===== src/sv/assert_macros.svh =====
// assertion macros shared by the parser rtl
// used by the files that check their own logic, no other dependencies
`ifndef ASSERT_MACROS_SVH
`define ASSERT_MACROS_SVH

// plain property sampled on the rising clock, off while reset is low
`define FDTP_ASSERT(label, prop, msg) \
  label: assert property (@(posedge clk_i) disable iff (!rst_ni) (prop)) else $error(msg);

// antecedent in one cycle implies consequent in the next
`define FDTP_ASSERT_NEXT(label, ante, cons, msg) \
  label: assert property (@(posedge clk_i) disable iff (!rst_ni) (ante) |=> (cons)) \
    else $error(msg);

`endif


===== src/sv/fdtp_pkg.sv =====
// shared types, constants and helpers of the framed decimal triplet parser
// no dependencies
package fdtp_pkg;

  localparam int unsigned VALUE_BITS  = 16;
  localparam int unsigned MAX_PAYLOAD = 127;
  localparam int unsigned NUM_CHAN    = 3;
  localparam int unsigned CNT_W       = $clog2(MAX_PAYLOAD + 1);
  localparam int unsigned ACC_W       = VALUE_BITS + 1;
  localparam int unsigned MUL_W       = ACC_W + 3;
  localparam int unsigned FIDX_W      = 2;

  localparam logic [ACC_W-1:0]      MAG_LIMIT = ACC_W'(1) << (VALUE_BITS - 1);
  localparam logic [VALUE_BITS-1:0] POS_MAX   = VALUE_BITS'(MAG_LIMIT - 1'b1);
  localparam logic [CNT_W-1:0]      CNT_MAX   = CNT_W'(MAX_PAYLOAD);

  // configuration register indexes
  localparam logic CFG_OPEN  = 1'b0;
  localparam logic CFG_CLOSE = 1'b1;

  localparam logic [7:0] OPEN_RST  = 8'd60;
  localparam logic [7:0] CLOSE_RST = 8'd62;

  // parse phase codes
  localparam logic [1:0] PH_SKIP  = 2'd0;
  localparam logic [1:0] PH_SIGN  = 2'd1;
  localparam logic [1:0] PH_DIGIT = 2'd2;
  localparam logic [1:0] PH_STOP  = 2'd3;

  localparam logic [7:0] CH_NUL   = 8'd0;
  localparam logic [7:0] CH_SPACE = 8'd32;
  localparam logic [7:0] CH_PLUS  = 8'd43;
  localparam logic [7:0] CH_MINUS = 8'd45;

  typedef logic signed [VALUE_BITS-1:0] value_t;

  typedef struct packed {
    value_t [NUM_CHAN-1:0] chan;
    logic [FIDX_W-1:0]     fields;
  } result_t;

  function automatic logic is_space(input logic [7:0] c);
    return (c == CH_SPACE) || ((c >= 8'd9) && (c <= 8'd13));
  endfunction

  function automatic logic is_digit(input logic [7:0] c);
    return (c >= 8'd48) && (c <= 8'd57);
  endfunction

endpackage


===== src/sv/fdtp_in_reg.sv =====
// input register holding one received byte request
// depends on nothing but the clock and reset
module fdtp_in_reg (
  input  logic       clk_i,
  input  logic       rst_ni,
  input  logic       valid_i,
  output logic       ready_o,
  input  logic [7:0] byte_i,
  output logic       valid_o,
  input  logic       take_i,
  output logic [7:0] byte_o
);

  logic       valid_q, valid_d;
  logic [7:0] byte_q;

  assign ready_o = !valid_q || take_i;
  assign valid_d = valid_i || (valid_q && !take_i);

  always_ff @(posedge clk_i or negedge rst_ni) begin
    if (!rst_ni) begin
      valid_q <= 1'b0;
    end else begin
      valid_q <= valid_d;
    end
  end

  always_ff @(posedge clk_i) begin
    if (valid_i && ready_o) begin
      byte_q <= byte_i;
    end
  end

  assign valid_o = valid_q;
  assign byte_o  = byte_q;

endmodule


===== src/sv/fdtp_parse_core.sv =====
// frame tracking, on-the-fly decimal field parsing and channel hold state
// depends on fdtp_pkg and assert_macros.svh
`include "assert_macros.svh"

module fdtp_parse_core (
  input  logic              clk_i,
  input  logic              rst_ni,
  input  logic              byte_valid_i,
  input  logic [7:0]        byte_i,
  input  logic              advance_i,
  input  logic [7:0]        open_byte_i,
  input  logic [7:0]        close_byte_i,
  output logic              emit_o,
  output fdtp_pkg::result_t result_o
);

  localparam int unsigned NC = fdtp_pkg::NUM_CHAN;
  localparam int unsigned VB = fdtp_pkg::VALUE_BITS;
  localparam int unsigned AW = fdtp_pkg::ACC_W;
  localparam int unsigned MW = fdtp_pkg::MUL_W;

  logic                           in_frame_q, in_frame_d;
  logic [fdtp_pkg::CNT_W-1:0]     cnt_q, cnt_d;
  logic [fdtp_pkg::FIDX_W-1:0]    fidx_q, fidx_d;
  logic [1:0]                     phase_q, phase_d;
  logic                           neg_q, neg_d;
  logic [AW-1:0]                  acc_q, acc_d;
  logic [NC-1:0]                  mask_q, mask_d;
  fdtp_pkg::value_t [NC-1:0]      staged_q, staged_d;
  fdtp_pkg::value_t [NC-1:0]      held_q, held_d;

  logic                           is_close;
  logic                           is_dig;
  logic                           do_commit;
  logic                           restart;
  logic [AW-1:0]                  dval;
  logic [MW-1:0]                  prod;
  logic [AW-1:0]                  acc_sat;
  logic [AW-1:0]                  acc_neg;
  fdtp_pkg::value_t               cval;

  assign is_close = in_frame_q && (byte_i == close_byte_i);
  assign emit_o   = byte_valid_i && is_close;
  assign is_dig   = fdtp_pkg::is_digit(byte_i);

  // acc * 10 + digit, clamped to the magnitude limit
  assign dval    = {{(AW-4){1'b0}}, byte_i[3:0]};
  assign prod    = ({3'b000, acc_q} << 3) + ({3'b000, acc_q} << 1) + {3'b000, dval};
  assign acc_sat = (prod > {3'b000, fdtp_pkg::MAG_LIMIT}) ? fdtp_pkg::MAG_LIMIT : prod[AW-1:0];
  assign acc_neg = AW'(0) - acc_q;
  assign cval    = neg_q ? acc_neg[VB-1:0] :
                   ((acc_q > {1'b0, fdtp_pkg::POS_MAX}) ? fdtp_pkg::POS_MAX : acc_q[VB-1:0]);

  always_comb begin
    in_frame_d = in_frame_q;
    cnt_d      = cnt_q;
    fidx_d     = fidx_q;
    phase_d    = phase_q;
    neg_d      = neg_q;
    acc_d      = acc_q;
    mask_d     = mask_q;
    staged_d   = staged_q;
    held_d     = held_q;
    do_commit  = 1'b0;
    restart    = 1'b0;

    if (!in_frame_q) begin
      if (byte_i == open_byte_i) begin
        in_frame_d = 1'b1;
        cnt_d      = '0;
        fidx_d     = '0;
        phase_d    = fdtp_pkg::PH_SKIP;
        neg_d      = 1'b0;
        acc_d      = '0;
        mask_d     = '0;
      end
    end else if (is_close) begin
      do_commit  = (phase_q == fdtp_pkg::PH_DIGIT);
      in_frame_d = 1'b0;
    end else if (cnt_q < fdtp_pkg::CNT_MAX) begin
      cnt_d = cnt_q + 1'b1;
      if ((phase_q != fdtp_pkg::PH_STOP) && (fidx_q != 2'd3)) begin
        if (byte_i == fdtp_pkg::CH_NUL) begin
          // string end: finish a pending field and stop
          do_commit = (phase_q == fdtp_pkg::PH_DIGIT);
          phase_d   = fdtp_pkg::PH_STOP;
        end else begin
          case (phase_q)
            fdtp_pkg::PH_SKIP: restart = 1'b1;
            fdtp_pkg::PH_SIGN: begin
              if (is_dig) begin
                acc_d   = dval;
                phase_d = fdtp_pkg::PH_DIGIT;
              end else begin
                phase_d = fdtp_pkg::PH_STOP;
              end
            end
            default: begin
              if (is_dig) begin
                acc_d = acc_sat;
              end else begin
                // a non-digit ends this field and may open the next one
                do_commit = 1'b1;
                restart   = (fidx_q != 2'd2);
              end
            end
          endcase
        end
      end
    end else begin
      in_frame_d = 1'b0;
      cnt_d      = '0;
    end

    if (do_commit) begin
      for (int i = 0; i < NC; i++) begin
        if (fidx_q == fdtp_pkg::FIDX_W'(i)) begin
          staged_d[i] = cval;
          mask_d[i]   = 1'b1;
        end
      end
      fidx_d  = fidx_q + 1'b1;
      neg_d   = 1'b0;
      acc_d   = '0;
      phase_d = ((fidx_q == 2'd2) || (byte_i == fdtp_pkg::CH_NUL)) ?
                fdtp_pkg::PH_STOP : fdtp_pkg::PH_SKIP;
    end

    if (restart) begin
      if (fdtp_pkg::is_space(byte_i)) begin
        phase_d = fdtp_pkg::PH_SKIP;
      end else if ((byte_i == fdtp_pkg::CH_PLUS) || (byte_i == fdtp_pkg::CH_MINUS)) begin
        neg_d   = (byte_i == fdtp_pkg::CH_MINUS);
        phase_d = fdtp_pkg::PH_SIGN;
      end else if (is_dig) begin
        acc_d   = dval;
        phase_d = fdtp_pkg::PH_DIGIT;
      end else begin
        phase_d = fdtp_pkg::PH_STOP;
      end
    end

    if (is_close) begin
      for (int i = 0; i < NC; i++) begin
        if (mask_d[i]) begin
          held_d[i] = staged_d[i];
        end
      end
    end
  end

  assign result_o.chan   = held_d;
  assign result_o.fields = fidx_d;

  always_ff @(posedge clk_i or negedge rst_ni) begin
    if (!rst_ni) begin
      in_frame_q <= 1'b0;
      cnt_q      <= '0;
      fidx_q     <= '0;
      phase_q    <= fdtp_pkg::PH_SKIP;
      neg_q      <= 1'b0;
      acc_q      <= '0;
      mask_q     <= '0;
      staged_q   <= '0;
      held_q     <= '0;
    end else if (advance_i) begin
      in_frame_q <= in_frame_d;
      cnt_q      <= cnt_d;
      fidx_q     <= fidx_d;
      phase_q    <= phase_d;
      neg_q      <= neg_d;
      acc_q      <= acc_d;
      mask_q     <= mask_d;
      staged_q   <= staged_d;
      held_q     <= held_d;
    end
  end

  `FDTP_ASSERT(a_all_fields_stop, (fidx_q != 2'd3) || (phase_q == fdtp_pkg::PH_STOP), "three fields parsed but parsing not stopped")
  `FDTP_ASSERT(a_acc_limit, acc_q <= fdtp_pkg::MAG_LIMIT, "digit accumulator above magnitude limit")
  `FDTP_ASSERT_NEXT(a_close_leaves_frame, advance_i && emit_o, !in_frame_q, "frame still open after close byte")
  `FDTP_ASSERT(a_mask_matches_count, $countones(mask_q) == int'(fidx_q), "staged mask disagrees with field count")

endmodule


===== src/sv/fdtp_out_reg.sv =====
// result register holding one parsed channel triplet until it is taken
// depends on fdtp_pkg
module fdtp_out_reg (
  input  logic              clk_i,
  input  logic              rst_ni,
  input  logic              load_i,
  input  fdtp_pkg::result_t result_i,
  output logic              free_o,
  output logic              valid_o,
  input  logic              ready_i,
  output fdtp_pkg::result_t result_o
);

  logic              valid_q, valid_d;
  fdtp_pkg::result_t result_q;

  assign free_o  = !valid_q || ready_i;
  assign valid_d = load_i || (valid_q && !ready_i);

  always_ff @(posedge clk_i or negedge rst_ni) begin
    if (!rst_ni) begin
      valid_q <= 1'b0;
    end else begin
      valid_q <= valid_d;
    end
  end

  always_ff @(posedge clk_i) begin
    if (load_i) begin
      result_q <= result_i;
    end
  end

  assign valid_o  = valid_q;
  assign result_o = result_q;

endmodule


===== src/sv/framed_decimal_triplet_parser_unit.sv =====
// top level of the framed decimal triplet parser: config registers and the two stages
// depends on fdtp_pkg, fdtp_in_reg, fdtp_parse_core, fdtp_out_reg, assert_macros.svh
//
// One received byte is taken per clock cycle unless a close byte is held back. A byte is
// captured in the input register, and the parse logic updates frame and field state from
// it when it moves on. A close byte in a frame loads the result register; the result is
// presented in the cycle after its close byte is taken, and a new result can load while
// the waiting one is taken. The input register takes bytes while a result waits and holds
// back only a second close byte then. Frames are delimited by the open and close bytes,
// '<' and '>' after reset, written by the user through the cfg port while idle; not enforced.
`include "assert_macros.svh"

module framed_decimal_triplet_parser_unit (
  input  logic                   clk_i,
  input  logic                   rst_ni,
  input  logic                   cfg_we_i,
  input  logic                   cfg_idx_i,
  input  logic [7:0]             cfg_wdata_i,
  input  logic                   rx_valid_i,
  output logic                   rx_ready_o,
  input  logic [7:0]             rx_byte_i,
  output logic                   res_valid_o,
  input  logic                   res_ready_i,
  output fdtp_pkg::value_t       chan0_value_o,
  output fdtp_pkg::value_t       chan1_value_o,
  output fdtp_pkg::value_t       chan2_value_o,
  output logic [1:0]             fields_parsed_o
);

  logic [7:0]        open_q;
  logic [7:0]        close_q;
  logic              s1_valid;
  logic [7:0]        s1_byte;
  logic              advance;
  logic              emit;
  logic              out_free;
  fdtp_pkg::result_t core_res;
  fdtp_pkg::result_t out_res;

  always_ff @(posedge clk_i or negedge rst_ni) begin
    if (!rst_ni) begin
      open_q  <= fdtp_pkg::OPEN_RST;
      close_q <= fdtp_pkg::CLOSE_RST;
    end else if (cfg_we_i) begin
      unique case (cfg_idx_i)
        fdtp_pkg::CFG_OPEN:  open_q  <= cfg_wdata_i;
        fdtp_pkg::CFG_CLOSE: close_q <= cfg_wdata_i;
        default: ;
      endcase
    end
  end

  // a byte moves on unless it would produce a result with nowhere to go
  assign advance = s1_valid && (!emit || out_free);

  fdtp_in_reg u_in (
    .clk_i   (clk_i),
    .rst_ni  (rst_ni),
    .valid_i (rx_valid_i),
    .ready_o (rx_ready_o),
    .byte_i  (rx_byte_i),
    .valid_o (s1_valid),
    .take_i  (advance),
    .byte_o  (s1_byte)
  );

  fdtp_parse_core u_core (
    .clk_i        (clk_i),
    .rst_ni       (rst_ni),
    .byte_valid_i (s1_valid),
    .byte_i       (s1_byte),
    .advance_i    (advance),
    .open_byte_i  (open_q),
    .close_byte_i (close_q),
    .emit_o       (emit),
    .result_o     (core_res)
  );

  fdtp_out_reg u_out (
    .clk_i    (clk_i),
    .rst_ni   (rst_ni),
    .load_i   (advance && emit),
    .result_i (core_res),
    .free_o   (out_free),
    .valid_o  (res_valid_o),
    .ready_i  (res_ready_i),
    .result_o (out_res)
  );

  assign chan0_value_o   = out_res.chan[0];
  assign chan1_value_o   = out_res.chan[1];
  assign chan2_value_o   = out_res.chan[2];
  assign fields_parsed_o = out_res.fields;

  `FDTP_ASSERT(a_ready_when_out_free, !out_free || rx_ready_o, "input stalled, result reg free")
  `FDTP_ASSERT_NEXT(a_result_follows_emit, advance && emit, res_valid_o, "close gave no result")
  `FDTP_ASSERT(a_no_load_when_full, !(advance && emit) || out_free, "result register overwritten")

endmodule

===== config.mk =====
export PLATFORM = sky130hd
export DESIGN_NAME = framed_decimal_triplet_parser_unit
export DESIGN_NICKNAME = d
export VERILOG_FILES = /design/src/sv/fdtp_pkg.sv /design/src/sv/fdtp_in_reg.sv /design/src/sv/fdtp_parse_core.sv /design/src/sv/fdtp_out_reg.sv /design/src/sv/framed_decimal_triplet_parser_unit.sv
export VERILOG_INCLUDE_DIRS = /design/src /design/src/sv
export SDC_FILE = /design/constraint.sdc
export NUM_CORES = 1
export LEC_CHECK = 0
export CORE_MARGIN = 3
export CORE_UTILIZATION = 45
export CTS_BUF_LIST = sky130_fd_sc_hd__clkbuf_16
export DETAILED_ROUTE_END_ITERATION = 7
export DONT_BUFFER_PORTS = 1
export SYNTH_ARGS = -nofsm -noshare
export SYNTH_HDL_FRONTEND = slang
export SYNTH_SLANG_ARGS = --single-unit

===== constraint.sdc =====
create_clock -name clk_i -period 5.8 [get_ports clk_i]
set_input_delay 1.16 -clock clk_i [delete_from_list [all_inputs] [get_ports clk_i]]
set_output_delay 1.16 -clock clk_i [all_outputs]
set_load 0.02 [all_outputs]

== Word level (Yosys, flattened, before mapping) ==
Index checks and enable logic that the tools add are counted.
Word-level totals
  flip-flop bits (word level): 205
  input port bits: 22
  output and inout bits: 52
  word-level logic and storage cells: 160
Cells by class
  $add $sub $neg: 5
  order comparisons: 7
  equal/unequal tests: 17
  multiplexer cells: 75
  bitwise logic cells: 1
  reduce and logical (&&, ||, !) cells: 33
Operators by type and width (number)
  $mux 17: 14
  $mux 16: 8
  $mux 48: 2
  $pmux 17 s2: 1
  $mux 2: 15
  $mux 7: 4
  $mux 1: 27
  $eq 8x6->1 const B: 3
  $add 20x18->20: 1
  $add 20x4->20: 1
  $gt 20x16->1 const B: 1
  $gt 17x15->1 const B: 1
  $eq 8x8->1: 2
  $sub 1x16->16 const A: 1
  $ne 4x4->1 const B: 3
  $logic_and 1x1->1: 10
  $mux 3: 3
  $ge 8x4->1 const B: 1
  $ge 8x6->1 const B: 1
  $le 8x4->1 const B: 1
  $le 8x6->1 const B: 1
  $logic_not 8->1: 1
  $logic_or 1x1->1: 8
  $ne 2x2->1 const B: 4
  other kinds (16): 24

== Longest topological paths before layout ==
Gate-level depths: netlist (run 1).
  depth in word-level cells: 16
  depth in mapped cells: 14
  gate-level depth less buffers: 13

== By module ==
A second synthesis (run 1) with hierarchy kept.
Unflattened totals
  cells, all modules: 1073
  area, all modules: 10930.5 sq um
Modules (own cells, without submodules)
  fdtp_parse_core: instances 1, cells each 970, area an instance 8416.8 sq um, seq. area each 3228.1 sq um
  fdtp_out_reg: instances 1, cells each 53, area an instance 1549.0 sq um, seq. area each 1526.5 sq um
  framed_decimal_triplet_parser_unit: instances 1, cells each 38, area an instance 670.6 sq um, seq. area each 411.6 sq um
  fdtp_in_reg: instances 1, cells each 12, area an instance 294.0 sq um, seq. area each 265.3 sq um

== Least setup slack after synthesis (run 1) ==
Ideal clock, no wire load.
  kind: reg-to-reg
  start point: register u_in.byte_q[1], in the netlist u_in.byte_o[1]
  end point: register u_out.result_q, in the netlist u_out.result_o[0] (enable)
  setup time: 0.458 ns
  arrival: 3.612 ns
  required time: 5.342 ns
  slack: 1.731 ns
  stages on the path, launching flop included: 8
  buffers on the path: 2
  period minus slack after synthesis: 4.069 ns
  cells stage by stage: edfxtp_1 > buf_6 > xor2_1 > nor4_2 > and3_1 > buf_2 > nand2_1 > nor2_1
On the way
  cells in the longest elaborated chain, start to end: 7
Ends and longest elaborated chain
  start, declared: RTL line fdtp_in_reg.sv:15  | logic [7:0] byte_q;
  start signal, assigned: RTL line fdtp_in_reg.sv:30  | byte_q <= byte_i;
  $eq 8x8->1 *: RTL line fdtp_parse_core.sv:42  | assign is_close = in_frame_q && (byte_i == close_byte_i);
  $logic_and 1x1->1 *: RTL line fdtp_parse_core.sv:42
  $logic_and 1x1->1 *: RTL line fdtp_parse_core.sv:43  | assign emit_o = byte_valid_i && is_close;
  $logic_not 1->1: RTL line framed_decimal_triplet_parser_unit.sv:54  | assign advance = s1_valid && (!emit || out_free);
  $logic_or 1x1->1: RTL line framed_decimal_triplet_parser_unit.sv:54
  $logic_and 1x1->1: RTL line framed_decimal_triplet_parser_unit.sv:54
  $logic_and 1x1->1 *: RTL line framed_decimal_triplet_parser_unit.sv:82  | .load_i (advance && emit),
  via u_out.load_i: RTL line fdtp_out_reg.sv:6  | input logic load_i,
  end signal, assigned: RTL line fdtp_out_reg.sv:30  | result_q <= result_i;
  end, declared: RTL line fdtp_out_reg.sv:15  | fdtp_pkg::result_t result_q;
The timed path passes the listed nets; every way through them passes the cells marked *.
A chain may end at the register's enable or synchronous reset.

== Worst setup path in the final report (run 1) ==
  start point: register u_in.byte_q[3], in the netlist u_in.byte_o[3]
  end point: register u_core.acc_q[2]
On the way
  cells in the longest elaborated chain, start to end: 15
  elaborated cells on any way between the ends: 50
  classes of those cells: add/sub (1); order compare (5); eq/ne (5); mux (29); reduce/logical (10)
Ends and longest elaborated chain
  $add 20x4->20: RTL line fdtp_parse_core.sv:48  | assign prod = ({3'b000, acc_q} << 3) + ({3'b000, acc_q} << 1) + {3'b000, dval};
  $gt 20x16->1: RTL line fdtp_parse_core.sv:49  | assign acc_sat = (prod > {3'b000, fdtp_pkg::MAG_LIMIT}) ? fdtp_pkg::MAG_LIMIT : prod[AW-1:0];
  $mux 17: RTL line fdtp_parse_core.sv:49
  $mux 17: RTL line fdtp_parse_core.sv:99  | if (is_dig) begin
  $pmux 17 s2: RTL line fdtp_parse_core.sv:88  | case (phase_q)
  $mux 17: RTL line fdtp_parse_core.sv:83  | if (byte_i == fdtp_pkg::CH_NUL) begin
  $mux 17: RTL line fdtp_parse_core.sv:82  | if ((phase_q != fdtp_pkg::PH_STOP) && (fidx_q != 2'd3)) begin
  $mux 17: RTL line fdtp_parse_core.sv:80  | end else if (cnt_q < fdtp_pkg::CNT_MAX) begin
  $mux 17: RTL line fdtp_parse_core.sv:77  | end else if (is_close) begin
  $mux 17: RTL line fdtp_parse_core.sv:67  | if (!in_frame_q) begin
  $mux 17: RTL line fdtp_parse_core.sv:115  | if (do_commit) begin
  $mux 17: RTL line fdtp_parse_core.sv:135  | end else if (is_dig) begin
  $mux 17: RTL line fdtp_parse_core.sv:132  | end else if ((byte_i == fdtp_pkg::CH_PLUS) || (byte_i == fdtp_pkg::CH_MINUS)) begin
  $mux 17: RTL line fdtp_parse_core.sv:130  | if (fdtp_pkg::is_space(byte_i)) begin
  $mux 17: RTL line fdtp_parse_core.sv:129  | if (restart) begin
  end signal, assigned: RTL line fdtp_parse_core.sv:162  | acc_q <= '0;
  end signal, assigned: RTL line fdtp_parse_core.sv:172  | acc_q <= acc_d;
  end, declared: RTL line fdtp_parse_core.sv:27  | logic [AW-1:0] acc_q, acc_d;
Parallel ways exist; a longest one is shown, timed or not.

==> results of run 1 <==
## how the worst max path moves through the flow
stage | start | endpoint | slack [ns] | depth (start not counted)
after CTS | u_in.byte_o[1]$_DFFE_PP_ | u_core.held_q[12]$_DFFE_PN0P_ | 1.65 | 9
after floorplan | u_in.byte_o[1]$_DFFE_PP_ | u_out.result_o[0]$_DFFE_PP_ | 1.73 | 7
after detailed placement | u_in.byte_o[1]$_DFFE_PP_ | u_core.held_q[12]$_DFFE_PN0P_ | 1.67 | 9
after global placement | u_in.byte_o[1]$_DFFE_PP_ | u_core.held_q[11]$_DFFE_PN0P_ | 1.70 | 9
final | u_in.byte_o[3]$_DFFE_PP_ | u_core.acc_q[2]$_DFFE_PN0P_ | 1.68 | 12
after global routing | u_in.byte_o[1]$_DFFE_PP_ | u_core.held_q[11]$_DFFE_PN0P_ | 1.30 | 9
## registers in the layout, indices dropped and copies added (netlist names)
register	flops
u_in.valid_o	1
u_out.valid_o	1
u_core.cnt_q	7
u_core.fidx_q	2
u_core.mask_q	3
u_in.byte_o	8
u_out.result_o	50
u_core.phase_q	2
u_core.acc_q	17
u_core.held_q	48
u_core.in_frame_q	1
u_core.neg_q	1
open_q	8
u_core.staged_q	48
close_q	8
## critical path, stage by stage, from the launching register on
cell	delay (ns)
sky130_fd_sc_hd__edfxtp_1	0.54
sky130_fd_sc_hd__fa_1	0.61
sky130_fd_sc_hd__inv_1	0.06
sky130_fd_sc_hd__fa_1	0.49
sky130_fd_sc_hd__nor2b_4	0.15
sky130_fd_sc_hd__o2111ai_2	0.11
sky130_fd_sc_hd__o211ai_2	0.15
sky130_fd_sc_hd__a31oi_4	0.16
sky130_fd_sc_hd__xnor2_1	0.16
sky130_fd_sc_hd__or4_1	0.52
sky130_fd_sc_hd__o41a_1	0.40
sky130_fd_sc_hd__nor4_1	0.49
sky130_fd_sc_hd__a31o_1	0.23
## power by group
group / internal (µW) / total [µW] / leakage (µW) / switching, µW
clock network: 855 / 1420 / 0.000380 / 569
registers: 1680 / 1880 / 0.00238 / 198
logic: 451 / 1070 / 0.00198 / 618
## metal layers
| metal | global-route usage | vias to the layer above | share of wire |
|---|---|---|---|
| met1 | 0.260 | 3522 | 0.50 |
| met2 | 0.283 | 152 | 0.45 |
| met5 | 0 | - | 0 |
| li1 | - | 3643 | - |
| met4 | 0.0394 | 0 | 0.018 |
| met3 | 0.0304 | 30 | 0.038 |
## layout by cell type (no fill, tap or decap), types with 5 or more instances in the layout
| master | netlist | final |
|---|---|---|
| sky130_fd_sc_hd__buf_4 | 5 | 8 |
| sky130_fd_sc_hd__a22o_1 | 9 | 9 |
| sky130_fd_sc_hd__a211oi_1 | 7 | 7 |
| sky130_fd_sc_hd__xor2_1 | 22 | 22 |
| sky130_fd_sc_hd__clkinv_1 | 1 | 9 |
| sky130_fd_sc_hd__ha_1 | 40 | 40 |
| sky130_fd_sc_hd__nor2_1 | 54 | 53 |
| sky130_fd_sc_hd__clkbuf_16 | 0 | 23 |
| sky130_fd_sc_hd__edfxtp_1 | 58 | 58 |
| sky130_fd_sc_hd__nor3_1 | 11 | 11 |
| sky130_fd_sc_hd__a22oi_1 | 5 | 5 |
| sky130_fd_sc_hd__and3_1 | 12 | 12 |
| sky130_fd_sc_hd__dfrtp_1 | 138 | 138 |
| sky130_fd_sc_hd__inv_1 | 14 | 20 |
| sky130_fd_sc_hd__nand2_1 | 143 | 143 |
| sky130_fd_sc_hd__nor4_1 | 6 | 6 |
| sky130_fd_sc_hd__o21ai_0 | 77 | 77 |
| sky130_fd_sc_hd__nand4_1 | 12 | 12 |
| sky130_fd_sc_hd__a21oi_1 | 40 | 40 |
| sky130_fd_sc_hd__o21ai_1 | 49 | 49 |
| sky130_fd_sc_hd__a31oi_1 | 19 | 19 |
| sky130_fd_sc_hd__nand3_1 | 13 | 13 |
| sky130_fd_sc_hd__nor2b_1 | 8 | 8 |
| sky130_fd_sc_hd__and2_1 | 11 | 11 |
| sky130_fd_sc_hd__mux2i_1 | 37 | 37 |
| sky130_fd_sc_hd__xnor2_1 | 19 | 19 |
| sky130_fd_sc_hd__o31ai_1 | 8 | 8 |
| sky130_fd_sc_hd__mux2_2 | 63 | 63 |
| sky130_fd_sc_hd__a21o_1 | 13 | 13 |
| sky130_fd_sc_hd__nand2b_1 | 10 | 10 |
| sky130_fd_sc_hd__dfstp_2 | 9 | 9 |
## kinds of logic (layout without fill, tap and decap cells)
logic type               Yosys count  in the layout  share of synthesized area
XOR/XNOR                          41             41                     0.0334
adder cells (fa/ha/maj)           42             42                     0.0503
buffers and inverters             70             65                     0.0318
AND/OR/NAND/NOR                  300            300                      0.130
multiplexers                     100            100                      0.100
AO/OA/AOI/OAI                    259            259                      0.149
flip-flops                       205            205                      0.505
## through the flow
stage | setup slack [ns] | total power (µW) | utilization
floorplan | 1.73 | 2730 | -
global placement | 1.70 | 2960 | 0.475
detailed placement | 1.67 | 2970 | 0.475
CTS | 1.65 | 4420 | 0.507
global route | 1.30 | 4660 | 0.507
finish | 1.68 | 4380 | 0.507
## area by class of cell
| type | instances | area, µm² |
|---|---|---|
| well taps | 313 | 392 |
| clock inverters | 19 | 170 |
| fillers | 2017 | 11400 |
| multi-input cells | 742 | 5000 |
| inverters | 15 | 56.3 |
| repair buffers | 8 | 60.1 |
| flip-flops and latches | 205 | 5430 |
| clock buffers | 23 | 576 |
==> results list, run 1 <==
- In this run the worst path has a maximum fanout of 9.
- Cell area after synthesis: between 10000 and 15000 µm²
* RR Endpoint: u_core.acc_q[2]$_DFFE_PN0P_
* Area of the placeable core: approximately 23000 µm²
* Slew at the pin with the worst max-slew slack: 1.02 ns
- Hold repair after CTS inserted 0 buffers.
- Of the cells placed in the final design, the portion with a size suffix greater than 1 is 0.125.
* Run status: finished clean
- Clock Path Buffers: 3
* Final count of negative-setup-slack endpoints: 0
* Post-detailed-route count of antenna-violating nets: 0
- Arrival time of data at the critical path endpoint: 4.58 ns
* Clock latency at the later pin of the worst-skew pair: between 0.5 and 0.6 ns
* Drc violations: 0
* RSZ-0062 raised after global routing: no
* Highest clock frequency the design can meet: between 200 and 250 MHz
- STA puts the critical path data required time at 6.25 ns.
* Most common cell in the synthesized netlist: sky130_fd_sc_hd__nand2_1
- Path type of the worst min-delay path: in2async
- Counting flops with a built-in enable in the synthesized netlist gives 58.
* Chip Width: about 160 µm
- Number of cells produced by synthesis: just over 1000
- Placed wire-length estimate after detailed placement: around 16 mm
- TritonCTS Sinks: between 200 and 250
- By startpoint and endpoint, the worst setup path is classified as reg2reg.
* Total cell area at the placement stage: between 10000 and 15000 µm²
- Routed wirelength normalized by instance count: about 17 µm
* Post-synthesis average cell area: 10.6 µm²
* Final worst clock skew: 0.0114 ns
* Initial cell density of the core: 0.466
- R2r setup slk: around 1.7 ns
* Vias per Instance: about 5.5
- Port buffering added 0 buffers.
- Resized Gates After CTS: 0
* Yosys top cell by area: sky130_fd_sc_hd__dfrtp_1
- Vias in the first global route: about 7300
- The max-slew violation total from the final report is 0.
- In this run the clock root is driven by a sky130_fd_sc_hd__clkbuf_16.
- Power spread over the standard cell area amounts to 374 nW/µm².
- Number of placement rows: 55
- Counting every net in the synthesized netlist gives around 1100.
- Grt ovf: 0
* Yosys warnings: 0
- Tmin final: roughly 4.1 ns
- CTS built an H-tree with a depth of 1.
* Die ar.: roughly 26000 µm²
- TritonCTS built the clock tree.
- In this run the static leakage power is between 0.004 and 0.005 µW.
- DR vias: approximately 7300
- First-pass GRT wire length: roughly 38 mm
- Number of buffers added by the clock tree synthesis step: 23
- Routability Congestion: between 0.8 and 0.9
- Height of the chip: around 160 µm
* Pin count of the biggest net entering global routing: 148
- FF+latch count, synth: between 200 and 250
- Post-placement cell count: about 1300
* Total setup buffers inserted after CTS: 0
- The finished cells cover 11700 µm².
* Relative max-transition margin: 0.319
* Main synth FF type: sky130_fd_sc_hd__dfrtp_1
- By area the synthesized netlist is led by sky130_fd_sc_hd__dfrtp_1 32%, sky130_fd_sc_hd__edfxtp_1 16%, sky130_fd_sc_hd__mux2_2 6.6%, sky130_fd_sc_hd__nand2_1 5.0%, sky130_fd_sc_hd__ha_1 4.7%.
- Area growth, synth to finish: 8.66%
- In this run, the number of DRC markers left after iteration 0 of detailed routing was between 500 and 600.
- The worst register-to-register path begins at u_in.byte_o[3]$_DFFE_PP_.
- Post-route non-filler standard cell count: between 1000 and 1500
- Number of antenna repair diodes: 0
- Number of cell instances on the worst register-to-register path: 12
* Worst-case vdd ir drop: about 0.00029 V
- Detailed-routing iteration count for the pre-antenna-repair pass: 5
- Number of max-cap violations: 0
- Global-route usage over all layers: 0.179
* Final Hold Vio Count: 0
* Clock-pin transition on the worst setup and hold timing paths: 0.06 ns
* Initial antenna violation count: 0
- Of the post-synthesis cell area, the dominant cell type holds 0.321.
- For this design the top-level I/O count stands at between 70 and 80.
- On the final layout, the worst hold slack is around 0.36 ns.
- Async SR Flop Fraction: 0.717
- Number of distinct library cells after synthesis: 72
* Share of the clock period used by the worst path after layout: 0.711
- For this run, the register share of the synthesized area comes to 0.505.
* Total wire length after detailed routing: about 23 mm
- NumNets Final: 1059
- Category of the worst setup path capture point: register
- The worst setup path is launched from a register.
- Setup total negative slack on the finished layout was measured at 0 ns.
- Ranked by instance count, the synthesized netlist is headed by 143 x sky130_fd_sc_hd__nand2_1, 138 x sky130_fd_sc_hd__dfrtp_1, 77 x sky130_fd_sc_hd__o21ai_0.
(Power assumes the default switching activity.)
==> run 2, diff against run 1 <==
==> constraint.sdc (replaced) <==
create_clock -name clk_i -period 4.2 [get_ports clk_i]
set_input_delay 0.84 -clock clk_i [delete_from_list [all_inputs] [get_ports clk_i]]
set_output_delay 0.84 -clock clk_i [all_outputs]
set_load 0.02 [all_outputs]
==> run 2 against run 1 <==
Via count is 0.27% higher; clock power is 32% higher; worst hold slack worse by 0.32 ns; critical path type unchanged; sequential power is 37% higher; utilization is 0.32 points higher; total power is 36% higher; critical endpoint is now u_core.acc_q[6]$_DFFE_PN0P_.
==> results list, run 2 (same netlist as run 1, synthesis figures left out) <==
- Category of the worst setup path capture point: register
- Entering global routing, the biggest net connects about 150 pins.
* Highest-count cells in the layout ignoring fill and taps: 143 x sky130_fd_sc_hd__nand2_1, 138 x sky130_fd_sc_hd__dfrtp_1, 77 x sky130_fd_sc_hd__o21ai_0, 63 x sky130_fd_sc_hd__mux2_2, 58 x sky130_fd_sc_hd__edfxtp_1
* Clock latency at the later pin of the worst-skew pair: between 0.5 and 0.6 ns
* TritonCTS Sinks: 205
- In the finished design, the share of the clock period the worst path needs comes to 0.928.
- Dividing the detail-routed via count by the number of cells gives 5.49.
- Routability Congestion: 0.885
* Final standard cell utilization of the core: 0.510
* DR vias: ~7400
- The wire-length estimate of the detail-placed layout is ~16 mm.
- Number of placement rows: 55
- After clock tree synthesis, the clock-pin slew on the worst setup and hold paths is approximately 0.060 ns.
* Total negative slack for setup checks: 0 ns
- Run status: finished clean
* Number of buffers added by the clock tree synthesis step: 23
- Height of the chip: between 150 and 200 µm
- Among all stages on the critical path, the largest delay is contributed by sky130_fd_sc_hd__fa_1.
* Chip Width: 161 µm
- Arrival time of data at the critical path endpoint: around 4.3 ns
* Vias in the first global route: between 7000 and 8000
- The worst path needs a little under 4 ns of the cycle, external delays included.
* Total wire length after detailed routing: approximately 23 mm
* Final worst clock skew: approximately 0.023 ns
* Number of max-cap violations: 0
* Fraction of final layout cells with drive strength greater than 1: 0.143
- The worst setup path is launched from a register.
- The library cell used most frequently in the layout, excluding fill and tap cells, is sky130_fd_sc_hd__nand2_1.
- The clock passes through at most 3 buffers.
- Final number of max-transition violations: 0
- Setup violations remaining at the end of the flow were counted as 0.
* Final Hold Vio Count: 0
- The critical path is of the reg2reg type.
* First-pass GRT wire length: between 30 and 40 mm
- In the final routed layout, each cell accounts on average for around 17 µm.
- Worst-path maximum fanout: 6
- Hold_buf cts: 0
- The net count of the finished layout is 1075.
* Worst-case vdd ir drop: 0.000290 V
- The initial antenna violation count is 0.
- RSZ-0062 raised after global routing: no
- Drc violations: 0
* Post-route worst setup slack: 0.300 ns
- Path type of the worst min-delay path: in2async
- Traced cell by cell, the critical path runs through fa_1, inv_1, fa_1, nor2b_4, o2111ai_2, o211ai_2, a31oi_4, xnor2_1, or4_1, o41a_1, or3_1, o41ai_2.
* Port-buffer cells: 0
- In this run the tightest slew margin relative to its limit is 0.450.
- Grt ovf: 0
- Once layout is complete, the cells apart from fillers number between 1000 and 1500.
* Detailed-routing iteration count for the pre-antenna-repair pass: 5
- After floorplanning, the core was sized to cover about 23000 µm².
- Post-placement cell count: around 1300
* Resized Gates After CTS: 0
* Reg area: roughly 5400 µm²
- Number of DRC markers after the initial detailed-route iteration: between 500 and 600
- STA puts the critical path data required time at ~4.6 ns.
- Count of boundary I/O pins: 74
- Die ar.: ~26000 µm²
- Clock tree from TritonCTS: built
* Static Leak: 0.00481 µW
- The largest single stage delay on the critical path is a little under 0.6 ns.
- Global-route usage over all layers: 0.178
- Slew at the pin with the worst max-slew slack: approximately 0.82 ns
- Total setup buffers inserted after CTS: 0
* Placement Setup Slack: around 0.27 ns
- 0 antenna diodes ended up in the layout.
- The register with the most flip-flops in the layout has 50 of them.
- In this run the number of H-tree levels came out at 1.
- The multi-input combinational cells in the finished layout cover a total of 5000 µm².
- The detail route stage leaves a number of antenna-violating nets equal to 0.
- Cell with the most instances on the worst path: sky130_fd_sc_hd__fa_1
- The cell sitting at the root of the clock tree is a sky130_fd_sc_hd__clkbuf_16.
- Compared with the post-synthesis result, the final layout area differs by 9.34%.
* Highest clock frequency the design can meet: roughly 260 MHz
* Overall power after layout: 5970 µW
- Initial cell density of the core: 0.466
* Power density cells: 508 nW/µm²
- Fillers: 2044
==> run 2: cell types whose count changed in the layout (fill, tap and decap cells not counted), sizes merged <==
cell / delta
clkinvlp: -1
bufinv: -2
clkinv: +2
inv: +1
buf: +16
==> run 2: final timing paths <==
path	start	end	slack, ns	cells past startpoint
max	u_in.byte_o[3]$_DFFE_PP_	u_core.acc_q[6]$_DFFE_PN0P_	0.30	12
min in group clk_i	rx_byte_i[6]	u_in.byte_o[6]$_DFFE_PP_	0.43	0
min	rst_ni	u_core.staged_q[8]$_DFFE_PN0P_	0.04	0
max reg2reg	u_in.byte_o[3]$_DFFE_PP_	u_core.acc_q[6]$_DFFE_PN0P_	0.30	12
min reg2reg	u_core.staged_q[9]$_DFFE_PN0P_	u_core.staged_q[9]$_DFFE_PN0P_	0.48	2
max in group asynchronous	rst_ni	close_q[5]$_DFFE_PN1P_	3.91	0
==> run 2: final cells by class <==
type	instances	area share
sequential	205	0.462
multi-input combinational	742	0.425
clock buffer	23	0.0489
tap	313	0.0333
timing repair buffer	24	0.0153
clock inverter	19	0.0105
inverter	15	0.00479
==> run 2: worst max-delay path: cells and delay by family, from the launching register on <==
| family | cells | cell delay, ns |
|---|---|---|
| xor+xnor | 1 | 0.15 |
| simple gates | 3 | 1.02 |
| compound gates | 5 | 1.08 |
| buf+inv | 1 | 0.06 |
| flops | 1 | 0.42 |
| fa+ha+maj | 2 | 1.06 |
==> run 2: stage by stage <==
stage               area, µm²  hold slack, ns
global placement        11100           0.462
floorplan               10800           0.439
finish                  11800          0.0383
global route            11800         0.00407
CTS                     11800       0.0000895
detailed placement      11100           0.470
==> run 2: routing by layer <==
| layer | track usage | up-vias | wire length (µm) |
|---|---|---|---|
| met4 | 0.0402 | 0 | 430 |
| met3 | 0.0279 | 34 | 1020 |
| met1 | 0.261 | 3502 | 11000 |
| met5 | 0 | - | 0 |
| met2 | 0.279 | 164 | 10400 |
| li1 | - | 3667 | - |
==> run 2: report_power, final <==
group / total, µW / leakage (µW) / switching (µW) / internal (µW)
combinational: 1540 / 0.00206 / 895 / 643
clock: 1870 / 0.000374 / 804 / 1060
sequential: 2570 / 0.00238 / 239 / 2330
total: 5970 / 0.00481 / 1940 / 4030
==> run 3, diff against run 2 <==
--- a/config.mk
+++ b/config.mk
@@ -7,10 +7,11 @@
 export NUM_CORES = 1
 export LEC_CHECK = 0
 export CORE_MARGIN = 3
-export CORE_UTILIZATION = 45
+export CORE_UTILIZATION = 55
 export CTS_BUF_LIST = sky130_fd_sc_hd__clkbuf_16
 export DETAILED_ROUTE_END_ITERATION = 7
 export DONT_BUFFER_PORTS = 1
+export PLACE_DENSITY = 0.7
 export SYNTH_ARGS = -nofsm -noshare
 export SYNTH_HDL_FRONTEND = slang
 export SYNTH_SLANG_ARGS = --single-unit
==> run 3 against run 2 <==
Via count rose by 1.5%; largest power group unchanged; worst setup slack got worse by 0.072 ns; die area fell by 18%; worst hold slack improved by 0.017 ns; utilization rose by 10 points; critical endpoint unchanged; total power fell by 0.77%; cell count fell by 4.4%; register-to-register slack got worse by 0.07 ns; combinational power barely moved; non-clock buffer count fell by 4.
==> results list, run 3 (same netlist as run 1, synthesis figures left out) <==
- Critical R2R Launch: u_in.byte_o[3]$_DFFE_PP_
* Resized Gates After CTS: 0
* Height of the chip: approximately 150 µm
- Leaving out fill and tap cells, the most frequent cell in the layout is sky130_fd_sc_hd__nand2_1.
- Final count of negative-setup-slack endpoints: 0
- Run status: finished clean
- The max-slew violation total from the final report came to 0.
- First-pass GRT wire length: around 37 mm
- Vias in the first global route: a little over 7000
- Hold timing on the final database bottoms out at a slack of approximately 0.055 ns.
- Clock tree synthesis selected as its root buffer the cell sky130_fd_sc_hd__clkbuf_16.
* Global-route usage over all layers: 0.207
* Total negative slack for setup checks: 0 ns
- The initial antenna violation count came to 0.
- DR vias: 7478
- Share of the clock period used by the worst path after layout: 0.946
* Gr busiest metal: met2
* Category of the worst setup path capture point: register
* Port-buffer cells: 0
- For this run, global-route usage on met3 was measured as 0.0308.
* Setup crit start kind: register
- Final Hold Vio Count: 0
* R2r setup slk: 0.23 ns
- TritonCTS created 22 clock buffers.
- Routed wirelength normalized by instance count: 17.2 µm
- Including well taps, the total number of placed cells is 1242.
- After clock tree synthesis, the clock-pin slew on the worst setup and hold paths is ~0.06 ns.
- In this run the worst path has a maximum fanout of 6.
- Fraction of final layout cells with drive strength greater than 1: 0.137
- The critical path is of the reg2reg type.
- Power density cells: about 510 nW/µm²
- Grt ovf: 0
- Pin count of the biggest net entering global routing: around 150
- The clock passes through at most 3 buffers.
- Number of max-cap violations: 0
* Detailed-routing iteration count for the pre-antenna-repair pass: 5
- The path class of the tightest hold or removal check is in2async.
* Drc violations: 0
- For the pin with the worst max-slew slack, the measured transition is about 0.8 ns.
- Flip-flop count of the largest register after layout: 50
* Met2 GRT Util: 0.328
- Post-detailed-route count of antenna-violating nets: 0
- Post-route non-filler standard cell count: 1282
* Placed wire-length estimate after detailed placement: about 15 mm
- The worst path in the final design needs a cycle of between 3 and 4 ns, including I/O delays and setup.
* Die ar.: roughly 21000 µm²
* Area growth, synth to finish: 8.30%
- After the last flow step, the layout net total stands at 1070.
- Vias per Instance: between 5 and 6
- Chip Width: between 100 and 150 µm
- Number of H-tree levels: 1
- For this design the top-level I/O count stands at between 70 and 80.
- Area of the placeable core: 19000 µm²
* Static Leak: 0.00478 µW
* Number of DRC markers after the initial detailed-route iteration: about 570
- For this block, the routed nets add up to around 22 mm of wire.
- RR Endpoint: u_core.acc_q[6]$_DFFE_PN0P_
* Routability Congestion: about 0.88
- Relative max-transition margin: 0.470
* GRT met1 Usage: 0.305
- Static timing analysis puts the maximum clock frequency at approximately 250 MHz.
- VDD sags by at most ~0.00056 V.
- The number of cells on the worst reg-to-reg path is 12.
- Clock latency at the later pin of the worst-skew pair: roughly 0.5 ns
- The floorplan has 50 rows.
- Required time at the worst-slack endpoint: approximately 4.6 ns
- Hold repair after CTS inserted 0 buffers.
- Arrival time of data at the critical path endpoint: 4.35 ns
- 0 antenna diodes ended up in the layout.
- For this configuration, the core starts out at a cell density of 0.567.
- RSZ-0062 raised after global routing: no
* Total setup buffers inserted after CTS: 0
- Final worst clock skew: between 0.015 and 0.02 ns
- TritonCTS built the clock tree.
* Highest-count cells in the layout ignoring fill and taps: 143 x sky130_fd_sc_hd__nand2_1, 138 x sky130_fd_sc_hd__dfrtp_1, 77 x sky130_fd_sc_hd__o21ai_0, 63 x sky130_fd_sc_hd__mux2_2, 58 x sky130_fd_sc_hd__edfxtp_1
- For this design, the sink count on the clock tree is between 200 and 250.
run 3: cell count changes in the layout (fill, tap and decap cells not counted), sizes merged:
cell  previous run  this run
buf             24        20
inv             22        20
run 3: worst max path at each step:
| stage | slack, ns | endpoint | from |
|---|---|---|---|
| detailed placement | 0.23 | u_core.acc_q[6]$_DFFE_PN0P_ | u_in.byte_o[3]$_DFFE_PP_ |
| global route | 0.06 | u_core.acc_q[7]$_DFFE_PN0P_ | u_in.byte_o[3]$_DFFE_PP_ |
| finish | 0.23 | u_core.acc_q[6]$_DFFE_PN0P_ | u_in.byte_o[3]$_DFFE_PP_ |
| global placement | 0.35 | u_core.acc_q[8]$_DFFE_PN0P_ | u_in.byte_o[3]$_DFFE_PP_ |
| CTS | 0.23 | u_core.acc_q[6]$_DFFE_PN0P_ | u_in.byte_o[3]$_DFFE_PP_ |
| floorplan | 0.13 | u_out.result_o[0]$_DFFE_PP_ | u_in.byte_o[1]$_DFFE_PP_ |
run 3: critical path, stage by stage, from the launching register on:
cell and delay, ns:
sky130_fd_sc_hd__edfxtp_1 0.42, sky130_fd_sc_hd__fa_1 0.58, sky130_fd_sc_hd__inv_1 0.07, sky130_fd_sc_hd__fa_1 0.49, sky130_fd_sc_hd__nor2b_4 0.14, sky130_fd_sc_hd__o2111ai_2 0.11
sky130_fd_sc_hd__o211ai_2 0.15, sky130_fd_sc_hd__a31oi_4 0.15, sky130_fd_sc_hd__xnor2_1 0.16, sky130_fd_sc_hd__or4_1 0.52, sky130_fd_sc_hd__o41a_1 0.40, sky130_fd_sc_hd__or3_1 0.36
sky130_fd_sc_hd__o41ai_2 0.30
run 3: report_power, final:
group	total, µW	internal (µW)	leakage, µW	switching [µW]
Sequential	2580	2330	0.00238	250
Clock	1800	1050	0.000360	754
Combinational	1540	643	0.00204	900
run 3: final cells by class:
class | instances | area (µm²)
multi-input combinational | 742 | 5000
fill | 1502 | 7310
clock buffer | 23 | 576
sequential | 205 | 5430
tap | 260 | 325
inverter | 15 | 56.3
clock inverter | 17 | 108
timing repair buffer | 20 | 150
run 3: through the flow:
stage	cell area (µm²)	utilization	power, µW	setup WS [ns]
6_report	11600	0.614	5920	0.228
5_1_grt	11600	0.614	6280	0.0620
4_1_cts	11600	0.614	5950	0.234
3_5_place_dp	11000	0.578	4130	0.234
3_3_place_gp	11000	0.578	4080	0.353
2_1_floorplan	10800	-	3760	0.131
run 3: per-layer routing:
| metal | wire (µm) | part of all wire | vias up |
|---|---|---|---|
| li1 | - | - | 3641 |
| met1 | 10600 | 0.48 | 3618 |
| met2 | 10200 | 0.46 | 197 |
| met3 | 1010 | 0.046 | 22 |
| met4 | 298 | 0.013 | 0 |
| met5 | 0 | 0 | - |
